**src/design/md5_pkg.sv**
```systemverilog
// Shared types, constants and round functions for the MD5 stream hasher.
`timescale 1ns / 1ps

package md5_pkg;

    localparam logic FUNC_APPEND = 1'b0;
    localparam logic FUNC_FINISH = 1'b1;

    localparam logic [31:0] INIT_A = 32'h67452301;
    localparam logic [31:0] INIT_B = 32'hefcdab89;
    localparam logic [31:0] INIT_C = 32'h98badcfe;
    localparam logic [31:0] INIT_D = 32'h10325476;

    localparam logic [7:0] PAD_BYTE = 8'h80;

    // depth of the word queue between the front and the compression core
    localparam int CMD_DEPTH = 4;
    localparam int CMD_PTR_W = $clog2(CMD_DEPTH);

    typedef struct packed {
        logic       func;
        logic [7:0] data_byte;
    } t_in_item;

    typedef struct packed {
        logic [31:0] digest_word;
        logic [1:0]  word_index;
        logic        last_word;
    } t_out_item;

    // one little-endian message word bound for the core
    typedef struct packed {
        logic [31:0] word;
        logic        blk_end;
        logic        digest;
    } t_cmd;

    function automatic logic [31:0] round_k(input logic [5:0] r);
        logic [31:0] k;
        case (r)
            6'd0:  k = 32'd3614090360;  6'd1:  k = 32'd3905402710;
            6'd2:  k = 32'd606105819;   6'd3:  k = 32'd3250441966;
            6'd4:  k = 32'd4118548399;  6'd5:  k = 32'd1200080426;
            6'd6:  k = 32'd2821735955;  6'd7:  k = 32'd4249261313;
            6'd8:  k = 32'd1770035416;  6'd9:  k = 32'd2336552879;
            6'd10: k = 32'd4294925233;  6'd11: k = 32'd2304563134;
            6'd12: k = 32'd1804603682;  6'd13: k = 32'd4254626195;
            6'd14: k = 32'd2792965006;  6'd15: k = 32'd1236535329;
            6'd16: k = 32'd4129170786;  6'd17: k = 32'd3225465664;
            6'd18: k = 32'd643717713;   6'd19: k = 32'd3921069994;
            6'd20: k = 32'd3593408605;  6'd21: k = 32'd38016083;
            6'd22: k = 32'd3634488961;  6'd23: k = 32'd3889429448;
            6'd24: k = 32'd568446438;   6'd25: k = 32'd3275163606;
            6'd26: k = 32'd4107603335;  6'd27: k = 32'd1163531501;
            6'd28: k = 32'd2850285829;  6'd29: k = 32'd4243563512;
            6'd30: k = 32'd1735328473;  6'd31: k = 32'd2368359562;
            6'd32: k = 32'd4294588738;  6'd33: k = 32'd2272392833;
            6'd34: k = 32'd1839030562;  6'd35: k = 32'd4259657740;
            6'd36: k = 32'd2763975236;  6'd37: k = 32'd1272893353;
            6'd38: k = 32'd4139469664;  6'd39: k = 32'd3200236656;
            6'd40: k = 32'd681279174;   6'd41: k = 32'd3936430074;
            6'd42: k = 32'd3572445317;  6'd43: k = 32'd76029189;
            6'd44: k = 32'd3654602809;  6'd45: k = 32'd3873151461;
            6'd46: k = 32'd530742520;   6'd47: k = 32'd3299628645;
            6'd48: k = 32'd4096336452;  6'd49: k = 32'd1126891415;
            6'd50: k = 32'd2878612391;  6'd51: k = 32'd4237533241;
            6'd52: k = 32'd1700485571;  6'd53: k = 32'd2399980690;
            6'd54: k = 32'd4293915773;  6'd55: k = 32'd2240044497;
            6'd56: k = 32'd1873313359;  6'd57: k = 32'd4264355552;
            6'd58: k = 32'd2734768916;  6'd59: k = 32'd1309151649;
            6'd60: k = 32'd4149444226;  6'd61: k = 32'd3174756917;
            6'd62: k = 32'd718787259;   default: k = 32'd3951481745;
        endcase
        return k;
    endfunction

    function automatic logic [4:0] round_shift(input logic [5:0] r);
        logic [4:0] s;
        case ({r[5:4], r[1:0]})
            4'h0: s = 5'd7;   4'h1: s = 5'd12;  4'h2: s = 5'd17;  4'h3: s = 5'd22;
            4'h4: s = 5'd5;   4'h5: s = 5'd9;   4'h6: s = 5'd14;  4'h7: s = 5'd20;
            4'h8: s = 5'd4;   4'h9: s = 5'd11;  4'hA: s = 5'd16;  4'hB: s = 5'd23;
            4'hC: s = 5'd6;   4'hD: s = 5'd10;  4'hE: s = 5'd15;  default: s = 5'd21;
        endcase
        return s;
    endfunction

    function automatic logic [31:0] rotl32(input logic [31:0] x, input logic [4:0] s);
        logic [63:0] t;
        t = {x, x} << s;
        return t[63:32];
    endfunction

    function automatic logic [31:0] swap32(input logic [31:0] x);
        return {x[7:0], x[15:8], x[23:16], x[31:24]};
    endfunction

endpackage

```
**src/design/md5_front.sv**
```systemverilog
// Front end: packs message bytes into words and generates the padding words.
`timescale 1ns / 1ps

module md5_front import md5_pkg::*; (
    input  logic     i_clk,
    input  logic     i_rst_n,
    input  logic     i_push,
    input  t_in_item i_item,
    output logic     o_full,
    output logic     o_cmd_valid,
    output t_cmd     o_cmd,
    input  logic     i_cmd_full
);

    typedef enum logic {
        S_IDLE,
        S_PAD
    } t_state;

    t_state      r_state;
    logic [60:0] r_count;
    logic [23:0] r_word;
    logic [3:0]  r_pidx;
    logic        r_first;
    logic        r_lenblk;

    logic        accept;
    logic [1:0]  lane;
    logic [3:0]  widx;
    logic [63:0] bit_len;
    logic [31:0] keep_mask;
    logic [31:0] pad_word;
    logic [31:0] lane_word;

    assign lane      = r_count[1:0];
    assign widx      = r_count[5:2];
    assign bit_len   = {r_count, 3'b000};
    assign o_full    = i_cmd_full || (r_state == S_PAD);
    assign accept    = i_push && !o_full;
    assign keep_mask = (32'h1 << {lane, 3'b000}) - 32'h1;
    assign lane_word = {8'h00, r_word};
    assign pad_word  = (lane_word & keep_mask) | ({24'h0, PAD_BYTE} << {lane, 3'b000});

    always_comb begin
        o_cmd_valid = 1'b0;
        o_cmd       = '0;
        if (r_state == S_PAD) begin
            o_cmd_valid   = !i_cmd_full;
            o_cmd.blk_end = (r_pidx == 4'd15);
            o_cmd.digest  = (r_pidx == 4'd15) && r_lenblk;
            if (r_first) begin
                o_cmd.word = pad_word;
            end else if (r_lenblk && r_pidx == 4'd14) begin
                o_cmd.word = bit_len[31:0];
            end else if (r_lenblk && r_pidx == 4'd15) begin
                o_cmd.word = bit_len[63:32];
            end else begin
                o_cmd.word = '0;
            end
        end else if (accept && i_item.func == FUNC_APPEND && lane == 2'd3) begin
            o_cmd_valid   = 1'b1;
            o_cmd.word    = {i_item.data_byte, r_word};
            o_cmd.blk_end = (widx == 4'd15);
        end
    end

    always_ff @(posedge i_clk) begin
        if (!i_rst_n) begin
            r_state  <= S_IDLE;
            r_count  <= '0;
            r_first  <= 1'b0;
            r_lenblk <= 1'b0;
            r_pidx   <= '0;
        end else begin
            unique case (r_state)
                S_IDLE: begin
                    if (accept) begin
                        if (i_item.func == FUNC_APPEND) begin
                            // the top byte goes straight out with the word
                            if (lane != 2'd3) begin
                                r_word[{lane, 3'b000} +: 8] <= i_item.data_byte;
                            end
                            r_count <= r_count + 61'd1;
                        end else begin
                            r_state  <= S_PAD;
                            r_pidx   <= widx;
                            r_first  <= 1'b1;
                            r_lenblk <= (widx < 4'd14);
                        end
                    end
                end
                S_PAD: begin
                    if (!i_cmd_full) begin
                        r_first <= 1'b0;
                        r_pidx  <= r_pidx + 4'd1;
                        if (r_pidx == 4'd15) begin
                            if (r_lenblk) begin
                                r_state <= S_IDLE;
                                r_count <= '0;
                            end else begin
                                // length did not fit: open a second block
                                r_lenblk <= 1'b1;
                            end
                        end
                    end
                end
                default: r_state <= S_IDLE;
            endcase
        end
    end

endmodule

```
**src/design/md5_cmd_fifo.sv**
```systemverilog
// Short word queue between the front end and the compression core.
`timescale 1ns / 1ps

module md5_cmd_fifo import md5_pkg::*; (
    input  logic i_clk,
    input  logic i_rst_n,
    input  logic i_wr,
    input  t_cmd i_data,
    output logic o_full,
    input  logic i_rd,
    output logic o_empty,
    output t_cmd o_data
);

    t_cmd                 r_mem [CMD_DEPTH];
    logic [CMD_PTR_W-1:0] r_wptr;
    logic [CMD_PTR_W-1:0] r_rptr;
    logic [CMD_PTR_W:0]   r_cnt;

    logic do_wr;
    logic do_rd;

    assign o_full  = (r_cnt == CMD_DEPTH[CMD_PTR_W:0]);
    assign o_empty = (r_cnt == '0);
    assign o_data  = r_mem[r_rptr];
    assign do_wr   = i_wr && !o_full;
    assign do_rd   = i_rd && !o_empty;

    always_ff @(posedge i_clk) begin
        if (do_wr) begin
            r_mem[r_wptr] <= i_data;
        end
    end

    always_ff @(posedge i_clk) begin
        if (!i_rst_n) begin
            r_wptr <= '0;
            r_rptr <= '0;
            r_cnt  <= '0;
        end else begin
            if (do_wr) begin
                r_wptr <= r_wptr + CMD_PTR_W'(1);
            end
            if (do_rd) begin
                r_rptr <= r_rptr + CMD_PTR_W'(1);
            end
            case ({do_wr, do_rd})
                2'b10:   r_cnt <= r_cnt + (CMD_PTR_W + 1)'(1);
                2'b01:   r_cnt <= r_cnt - (CMD_PTR_W + 1)'(1);
                default: r_cnt <= r_cnt;
            endcase
        end
    end

endmodule

```
**src/design/md5_core.sv**
```systemverilog
// Compression core: loads a block, runs 64 rounds, keeps the chaining words, emits the digest.
`timescale 1ns / 1ps

module md5_core import md5_pkg::*; (
    input  logic      i_clk,
    input  logic      i_rst_n,
    input  logic      i_cmd_empty,
    input  t_cmd      i_cmd,
    output logic      o_cmd_pop,
    output logic      o_empty,
    output t_out_item o_result,
    input  logic      i_pop
);

    typedef enum logic [1:0] {
        S_LOAD,
        S_RUN,
        S_ADD,
        S_EMIT
    } t_state;

    t_state      r_state;
    logic [31:0] r_w [16];
    logic [3:0]  r_widx;
    logic [5:0]  r_round;
    logic        r_digest;
    logic [31:0] r_a, r_b, r_c, r_d;
    logic [31:0] r_ca, r_cb, r_cc, r_cd;
    logic [31:0] r_out [4];
    logic [1:0]  r_oidx;
    logic        r_ovalid;

    logic [31:0] f;
    logic [3:0]  g;
    logic [31:0] sum;
    logic [31:0] b_next;

    always_comb begin
        case (r_round[5:4])
            2'd0: begin
                f = (r_b & r_c) | (~r_b & r_d);
                g = r_round[3:0];
            end
            2'd1: begin
                f = (r_d & r_b) | (~r_d & r_c);
                g = 4'(r_round[3:0] * 4'd5 + 4'd1);
            end
            2'd2: begin
                f = r_b ^ r_c ^ r_d;
                g = 4'(r_round[3:0] * 4'd3 + 4'd5);
            end
            default: begin
                f = r_c ^ (r_b | ~r_d);
                g = 4'(r_round[3:0] * 4'd7);
            end
        endcase
    end

    assign sum       = r_a + f + round_k(r_round) + r_w[g];
    assign b_next    = r_b + rotl32(sum, round_shift(r_round));
    assign o_cmd_pop = (r_state == S_LOAD) && !i_cmd_empty;
    assign o_empty   = !r_ovalid;

    assign o_result.digest_word = r_out[r_oidx];
    assign o_result.word_index  = r_oidx;
    assign o_result.last_word   = (r_oidx == 2'd3);

    always_ff @(posedge i_clk) begin
        if (!i_rst_n) begin
            r_state  <= S_LOAD;
            r_widx   <= '0;
            r_round  <= '0;
            r_ovalid <= 1'b0;
            r_oidx   <= '0;
            r_ca     <= INIT_A;
            r_cb     <= INIT_B;
            r_cc     <= INIT_C;
            r_cd     <= INIT_D;
        end else begin
            if (i_pop && r_ovalid) begin
                r_oidx <= r_oidx + 2'd1;
                if (r_oidx == 2'd3) begin
                    r_ovalid <= 1'b0;
                end
            end
            unique case (r_state)
                S_LOAD: begin
                    if (!i_cmd_empty) begin
                        r_w[r_widx] <= i_cmd.word;
                        r_widx      <= r_widx + 4'd1;
                        if (i_cmd.blk_end) begin
                            r_state  <= S_RUN;
                            r_round  <= '0;
                            r_digest <= i_cmd.digest;
                            r_a      <= r_ca;
                            r_b      <= r_cb;
                            r_c      <= r_cc;
                            r_d      <= r_cd;
                        end
                    end
                end
                S_RUN: begin
                    r_a     <= r_d;
                    r_d     <= r_c;
                    r_c     <= r_b;
                    r_b     <= b_next;
                    r_round <= r_round + 6'd1;
                    if (r_round == 6'd63) begin
                        r_state <= S_ADD;
                    end
                end
                S_ADD: begin
                    r_ca    <= r_ca + r_a;
                    r_cb    <= r_cb + r_b;
                    r_cc    <= r_cc + r_c;
                    r_cd    <= r_cd + r_d;
                    r_state <= r_digest ? S_EMIT : S_LOAD;
                end
                S_EMIT: begin
                    // hold until the previous digest has drained
                    if (!r_ovalid) begin
                        r_out[0] <= swap32(r_ca);
                        r_out[1] <= swap32(r_cb);
                        r_out[2] <= swap32(r_cc);
                        r_out[3] <= swap32(r_cd);
                        r_oidx   <= '0;
                        r_ovalid <= 1'b1;
                        r_ca     <= INIT_A;
                        r_cb     <= INIT_B;
                        r_cc     <= INIT_C;
                        r_cd     <= INIT_D;
                        r_state  <= S_LOAD;
                    end
                end
                default: r_state <= S_LOAD;
            endcase
        end
    end

endmodule

```
**src/design/md5_stream_hasher.sv**
```systemverilog
// Top level of the MD5 stream hasher: front end, word queue and compression core.
`timescale 1ns / 1ps

// MD5 over a byte stream. Push an append transaction for each message byte and
// a finish transaction to close the message; the finish yields four digest words
// (index 0 to 3, byte-swapped so that they read out in standard digest order),
// after which the hasher starts over on a fresh message. The front end takes at
// most one byte per cycle while full is low and packs bytes into words for a
// four-entry queue; the core loads sixteen words and then runs one MD5 round per
// cycle. While the 64 rounds and the chaining add run, the queue holds only the
// first sixteen bytes of the next block and full stays high while it is full.
// A finish holds full high while the front end writes the padding words, and
// longer when a block's rounds stall the queue or while an earlier digest still
// waits to be popped. The digest words become available once the core has taken
// the last padding word, run the rounds and the chaining add and, after any
// earlier digest has been popped, registered the digest words for output.
// No clearing pass is needed after reset.
module md5_stream_hasher import md5_pkg::*; (
    input  logic      i_clk,
    input  logic      i_rst_n,
    input  logic      push,
    input  t_in_item  i_item,
    output logic      full,
    output logic      empty,
    input  logic      pop,
    output t_out_item o_result
);

    logic cmd_valid;
    t_cmd cmd_in;
    logic cmd_full;
    logic cmd_empty;
    t_cmd cmd_out;
    logic cmd_pop;

    md5_front u_front (
        .i_clk       (i_clk),
        .i_rst_n     (i_rst_n),
        .i_push      (push),
        .i_item      (i_item),
        .o_full      (full),
        .o_cmd_valid (cmd_valid),
        .o_cmd       (cmd_in),
        .i_cmd_full  (cmd_full)
    );

    md5_cmd_fifo u_fifo (
        .i_clk   (i_clk),
        .i_rst_n (i_rst_n),
        .i_wr    (cmd_valid),
        .i_data  (cmd_in),
        .o_full  (cmd_full),
        .i_rd    (cmd_pop),
        .o_empty (cmd_empty),
        .o_data  (cmd_out)
    );

    md5_core u_core (
        .i_clk       (i_clk),
        .i_rst_n     (i_rst_n),
        .i_cmd_empty (cmd_empty),
        .i_cmd       (cmd_out),
        .o_cmd_pop   (cmd_pop),
        .o_empty     (empty),
        .o_result    (o_result),
        .i_pop       (pop)
    );

endmodule
```
**config.mk**
```make
export PLATFORM = sky130hd
export DESIGN_NAME = md5_stream_hasher
export DESIGN_NICKNAME = d
export VERILOG_FILES = /design/src/design/md5_pkg.sv /design/src/design/md5_front.sv /design/src/design/md5_cmd_fifo.sv /design/src/design/md5_core.sv /design/src/design/md5_stream_hasher.sv
export SDC_FILE = /design/constraint.sdc
export NUM_CORES = 2
export LEC_CHECK = 0
export BUFFER_PORTS_ARGS = -buffer_cell sky130_fd_sc_hd__buf_2
export CAP_MARGIN = 20
export CORE_MARGIN = 1
export CORE_UTILIZATION = 45
export CTS_BUF_LIST = sky130_fd_sc_hd__clkbuf_4 sky130_fd_sc_hd__clkbuf_8 sky130_fd_sc_hd__clkbuf_16
export DETAILED_ROUTE_END_ITERATION = 8
export GPL_TIMING_DRIVEN = 0
export PLACE_DENSITY = 0.7
export SYNTH_ARGS = -nofsm -noshare
export SYNTH_HDL_FRONTEND = slang
export SYNTH_SLANG_ARGS = --single-unit
```
**constraint.sdc**
```tcl
create_clock -name i_clk -period 11.37 [get_ports i_clk]
set_input_delay 0 -clock i_clk [delete_from_list [all_inputs] [get_ports i_clk]]
set_output_delay 0 -clock i_clk [all_outputs]
set_load 0.1 [all_outputs]
```
==> results.sh <==
export IMPL_outcome="complete, no violations"
export IMPL_syn_inst=5482
export IMPL_synth_area_leader_cell="edfxtp_1"
export IMPL_r2r_start="u_core.r_round[5]$_SDFFE_PN0P_"
export IMPL_worstSetupPathType="reg -> reg"
export IMPL_cp_common_cell="fa_1"
export IMPL_synthSimpleGateAreaFrac_pct=10.68
export IMPL_holdPathStages=4
export IMPL_synth_mux_area_fraction_pct=9.087
export IMPL_finalWorstSetupSlack_ns=0.3330
export IMPL_top_layer_used="met5"
export IMPL_area_growth_pct=12.78
export IMPL_cp_arrival_ns=11.45
export IMPL_maxSlewHeadroom_pct=18.32
export IMPL_grt_max_degree=35
export IMPL_synth_xor_area_share_pct=3.652
export IMPL_holdWs_ns=0.06562
export IMPL_cpMaxStageDelayCell="clkdlybuf4s15_1"
export IMPL_drtIter0Drc=6205
export IMPL_synth_seq_cells=1186
export IMPL_drtAntennaViolNets=0
export IMPL_io_buffers=49
export IMPL_die_x_um=376.8
export IMPL_utilization_pct=51.15
export IMPL_drive_above_1_share_pct=12.46
export IMPL_min_to="u_core.r_oidx[1]$_SDFF_PN0_"
export IMPL_pre_cts_slack_ns=-0.6210
export IMPL_holdCritStartpoint="pop"
export IMPL_syn_avg_cell_area_um2=11.53
export IMPL_synthFlopType="edfxtp_1"
export IMPL_wl_met3_um=20020
export IMPL_post_drt_wl_per_cell_um=27.73
export IMPL_cts_tree="yes"
export IMPL_min_period_ns=11.04
export IMPL_initial_utilization_pct=45.35
export IMPL_synth_nets=5800
export IMPL_ys_types=94
export IMPL_ys_seq_area_share_pct=52.28
export IMPL_vias=48340
export IMPL_synth_top_cell_area_share_pct=44.14
export IMPL_drc_errors=0
export IMPL_ioPinCount=50
export IMPL_antenna_found_initial=7
export IMPL_syn_area_um2=63200
export IMPL_synth_fa_ha_area_share_pct=7.344
export IMPL_slew_violations=0
export IMPL_max_freq_mhz=90.60
export IMPL_r2r_slack_ns=0.33
export IMPL_path_clk_slew_ns=0.06
export IMPL_yosys_top_cells_area="edfxtp_1 44%, dfxtp_1 8.1%, mux4_2 7.5%"
export IMPL_hold_class="in -> reg"
export IMPL_first_pass_iters=6
export IMPL_critPathRequiredTime_ns=11.78
export IMPL_synth_top_family_by_area="compound AO/OA/AOI/OAI gates"
export IMPL_cts_buffers=117
export IMPL_wl_met2_um=97610
export IMPL_maxCapViolations=0
export IMPL_grt_usage_pct=29.77
export IMPL_wirelength_met1_um=84180
export IMPL_synth_edff_count=929
export IMPL_cpPeakStageDelay_ns=0.81
export IMPL_clkSinkCount=1186
export IMPL_cts_path_max_buffers=3
export IMPL_startpoint_type="flip-flop"
export IMPL_synth_compound_area_share_pct=13.55
export IMPL_gr_total_overflow=0
export IMPL_place_gp_congestion=0.9959
export IMPL_cp_max_fo=10
export IMPL_root_buffer="clkbuf_16"
export IMPL_core_um2=139400
export IMPL_hold_violations=0
export IMPL_setup_violations=0
export IMPL_insertion_delay_ns=0.78
export IMPL_grt_pass1_wl_um=310000
export IMPL_drt_vias_per_instance=6.274
export IMPL_yosys_warnings=0
export IMPL_async_reset_ff_share_pct=0
export IMPL_period_share_pct=97.07
export IMPL_fin_skew_ns=0.07682
export IMPL_num_rows=137
export IMPL_final_nets=6044
export IMPL_dp_hpwl_um=156300
export IMPL_tightestPinTransition_ns=1.225
export IMPL_routed_wl_um=213700
export IMPL_ff2ff_path_depth=36
export IMPL_endpoint_kind="flip-flop"
export IMPL_rsz0062_at_grt="no"
export IMPL_die_area_um2=142000
export IMPL_htree_num_levels=3
export IMPL_first_global_vias=46060
export IMPL_r2r_end="u_core.r_b[30]$_DFFE_PP_"
export IMPL_die_h_um=376.8
-- worst max-delay path: cells and delay by family (launching register included) --
family,cells,cell delay [ns]
fa+ha+maj,5,2.14
xor+xnor,2,0.67
simple gates,4,0.52
mux,1,0.33
compound gates,17,3.90
buf+inv,7,2.78
flops,1,0.31
-- worst max-delay path by stage --
| stage | from | end | slack, ns | cells past startpoint |
|---|---|---|---|---|
| global route | u_core.r_round[5]$_SDFFE_PN0P_ | u_core.r_b[30]$_DFFE_PP_ | 0.05 | 36 |
| floorplan | u_core.r_state[1]$_SDFFE_PN0P_ | u_core.r_out[0][0]$_DFFE_PP_ | 1.17 | 3 |
| CTS | u_core.r_round[2]$_SDFFE_PN0P_ | u_core.r_b[31]$_DFFE_PP_ | 0.006 | 38 |
| detailed placement | u_core.r_round[1]$_SDFFE_PN0P_ | u_core.r_b[31]$_DFFE_PP_ | -0.62 | 39 |
| global placement | u_core.r_state[1]$_SDFFE_PN0P_ | u_core.r_out[0][14]$_DFFE_PP_ | -3.58 | 3 |
| finish | u_core.r_round[5]$_SDFFE_PN0P_ | u_core.r_b[30]$_DFFE_PP_ | 0.33 | 36 |
-- synthesized netlist by cell type, types with 11 or more instances --
library cell / instances
dfxtp_1: 257
fa_1: 70
o221a_2: 29
xor2_1: 145
inv_1: 259
o221ai_1: 14
a2111oi_0: 12
o22ai_1: 47
o22a_1: 33
o21bai_1: 26
o31ai_1: 20
ha_1: 235
o211ai_1: 36
mux2i_1: 63
and3_1: 41
edfxtp_1: 929
xnor2_1: 116
a221o_1: 11
and2_1: 75
nor2b_1: 18
nor3_1: 66
o21ai_0: 287
a211oi_1: 70
nor2_1: 330
a211o_1: 11
buf_1: 50
buf_2: 30
o21a_1: 24
a21oi_1: 329
o21ai_1: 22
nand2_1: 675
mux2_2: 32
nor4_1: 11
nand4_1: 31
a22oi_1: 76
nand3_1: 131
or3_1: 37
nand2b_1: 35
a31oi_1: 101
nand3b_1: 12
maj3_1: 30
a21o_1: 83
clkbuf_1: 214
mux4_2: 211
-- per-layer routing --
metal / GRT usage [%] / vias to the layer above
met2: 46.63 / 2715
li1: - / 21000
met4: 14.53 / 2
met3: 5.046 / 539
met1: 40.11 / 24090
met5: 0 / -
-- state kept, by name, indices dropped and copies added, names as in the netlist, 61 cells and up, named ones only --
| signal | cells |
|---|---|
| u_core.r_w | 512 |
| u_core.r_out | 128 |
| u_fifo.r_mem | 136 |
| u_front.r_count | 61 |
-- repair_timing --
item | 4_1_cts | 5_1_grt
hold endpoints to repair | 62 | 0
resized for setup | 40 | 89
gates cloned | 0 | 0
pin swaps | 0 | 1
setup endpoints to repair | 14 | 14
hold buffers | 13 | 0
buffers inserted | 0 | 0
-- through the flow --
| step | area, µm² | TNS [ns] | instances |
|---|---|---|---|
| final | 71280 | 0 | 7705 |
| after global routing | 71280 | 0 | 7704 |
| after CTS | 71110 | 0 | 7700 |
| after detailed placement | 66770 | -4.165 | 7466 |
| after global placement | 65800 | -473.54 | 7407 |
| after floorplan | 63200 | 0 | 5482 |
-- placed cells by master (no fill, tap or decap), types with 82 or more instances in the layout --
cell type  count
mux4_2       211
nand2_1      675
nor2_1       317
a21o_1        82
edfxtp_1     929
ha_1         235
xor2_1       145
xnor2_1      116
a21oi_1      326
buf_2         85
inv_1        259
clkbuf_1     191
clkbuf_16    117
nand3_1      131
o21ai_0      285
a31oi_1       84
dfxtp_1      254
-- cell type report --
| cell class | instances | area (µm²) |
|---|---|---|
| diodes | 1 | 2.502 |
| plain buffers | 296 | 1235 |
| clock buffers | 143 | 3154 |
| clock inverters | 78 | 950.9 |
| fillers | 12010 | 68080 |
| inverters | 265 | 994.7 |
| multi-input cells | 3735 | 28290 |
| flip-flops and latches | 1186 | 33050 |
| well taps | 1876 | 2347 |
| repair buffers | 125 | 1259 |
-- cells by family after synthesis --
| logic type | Yosys count |
|---|---|
| AOI/OAI and AO/OA | 1326 |
| xor gates and xnor gates | 262 |
| adders and majority gates | 335 |
| buffers and inverters | 561 |
| DFF | 1186 |
| muxes | 306 |
| and+or+nand+nor | 1506 |
Power is not shown: default switching activity piles up to over one toggle a cycle in this logic, so the estimate is an artifact.
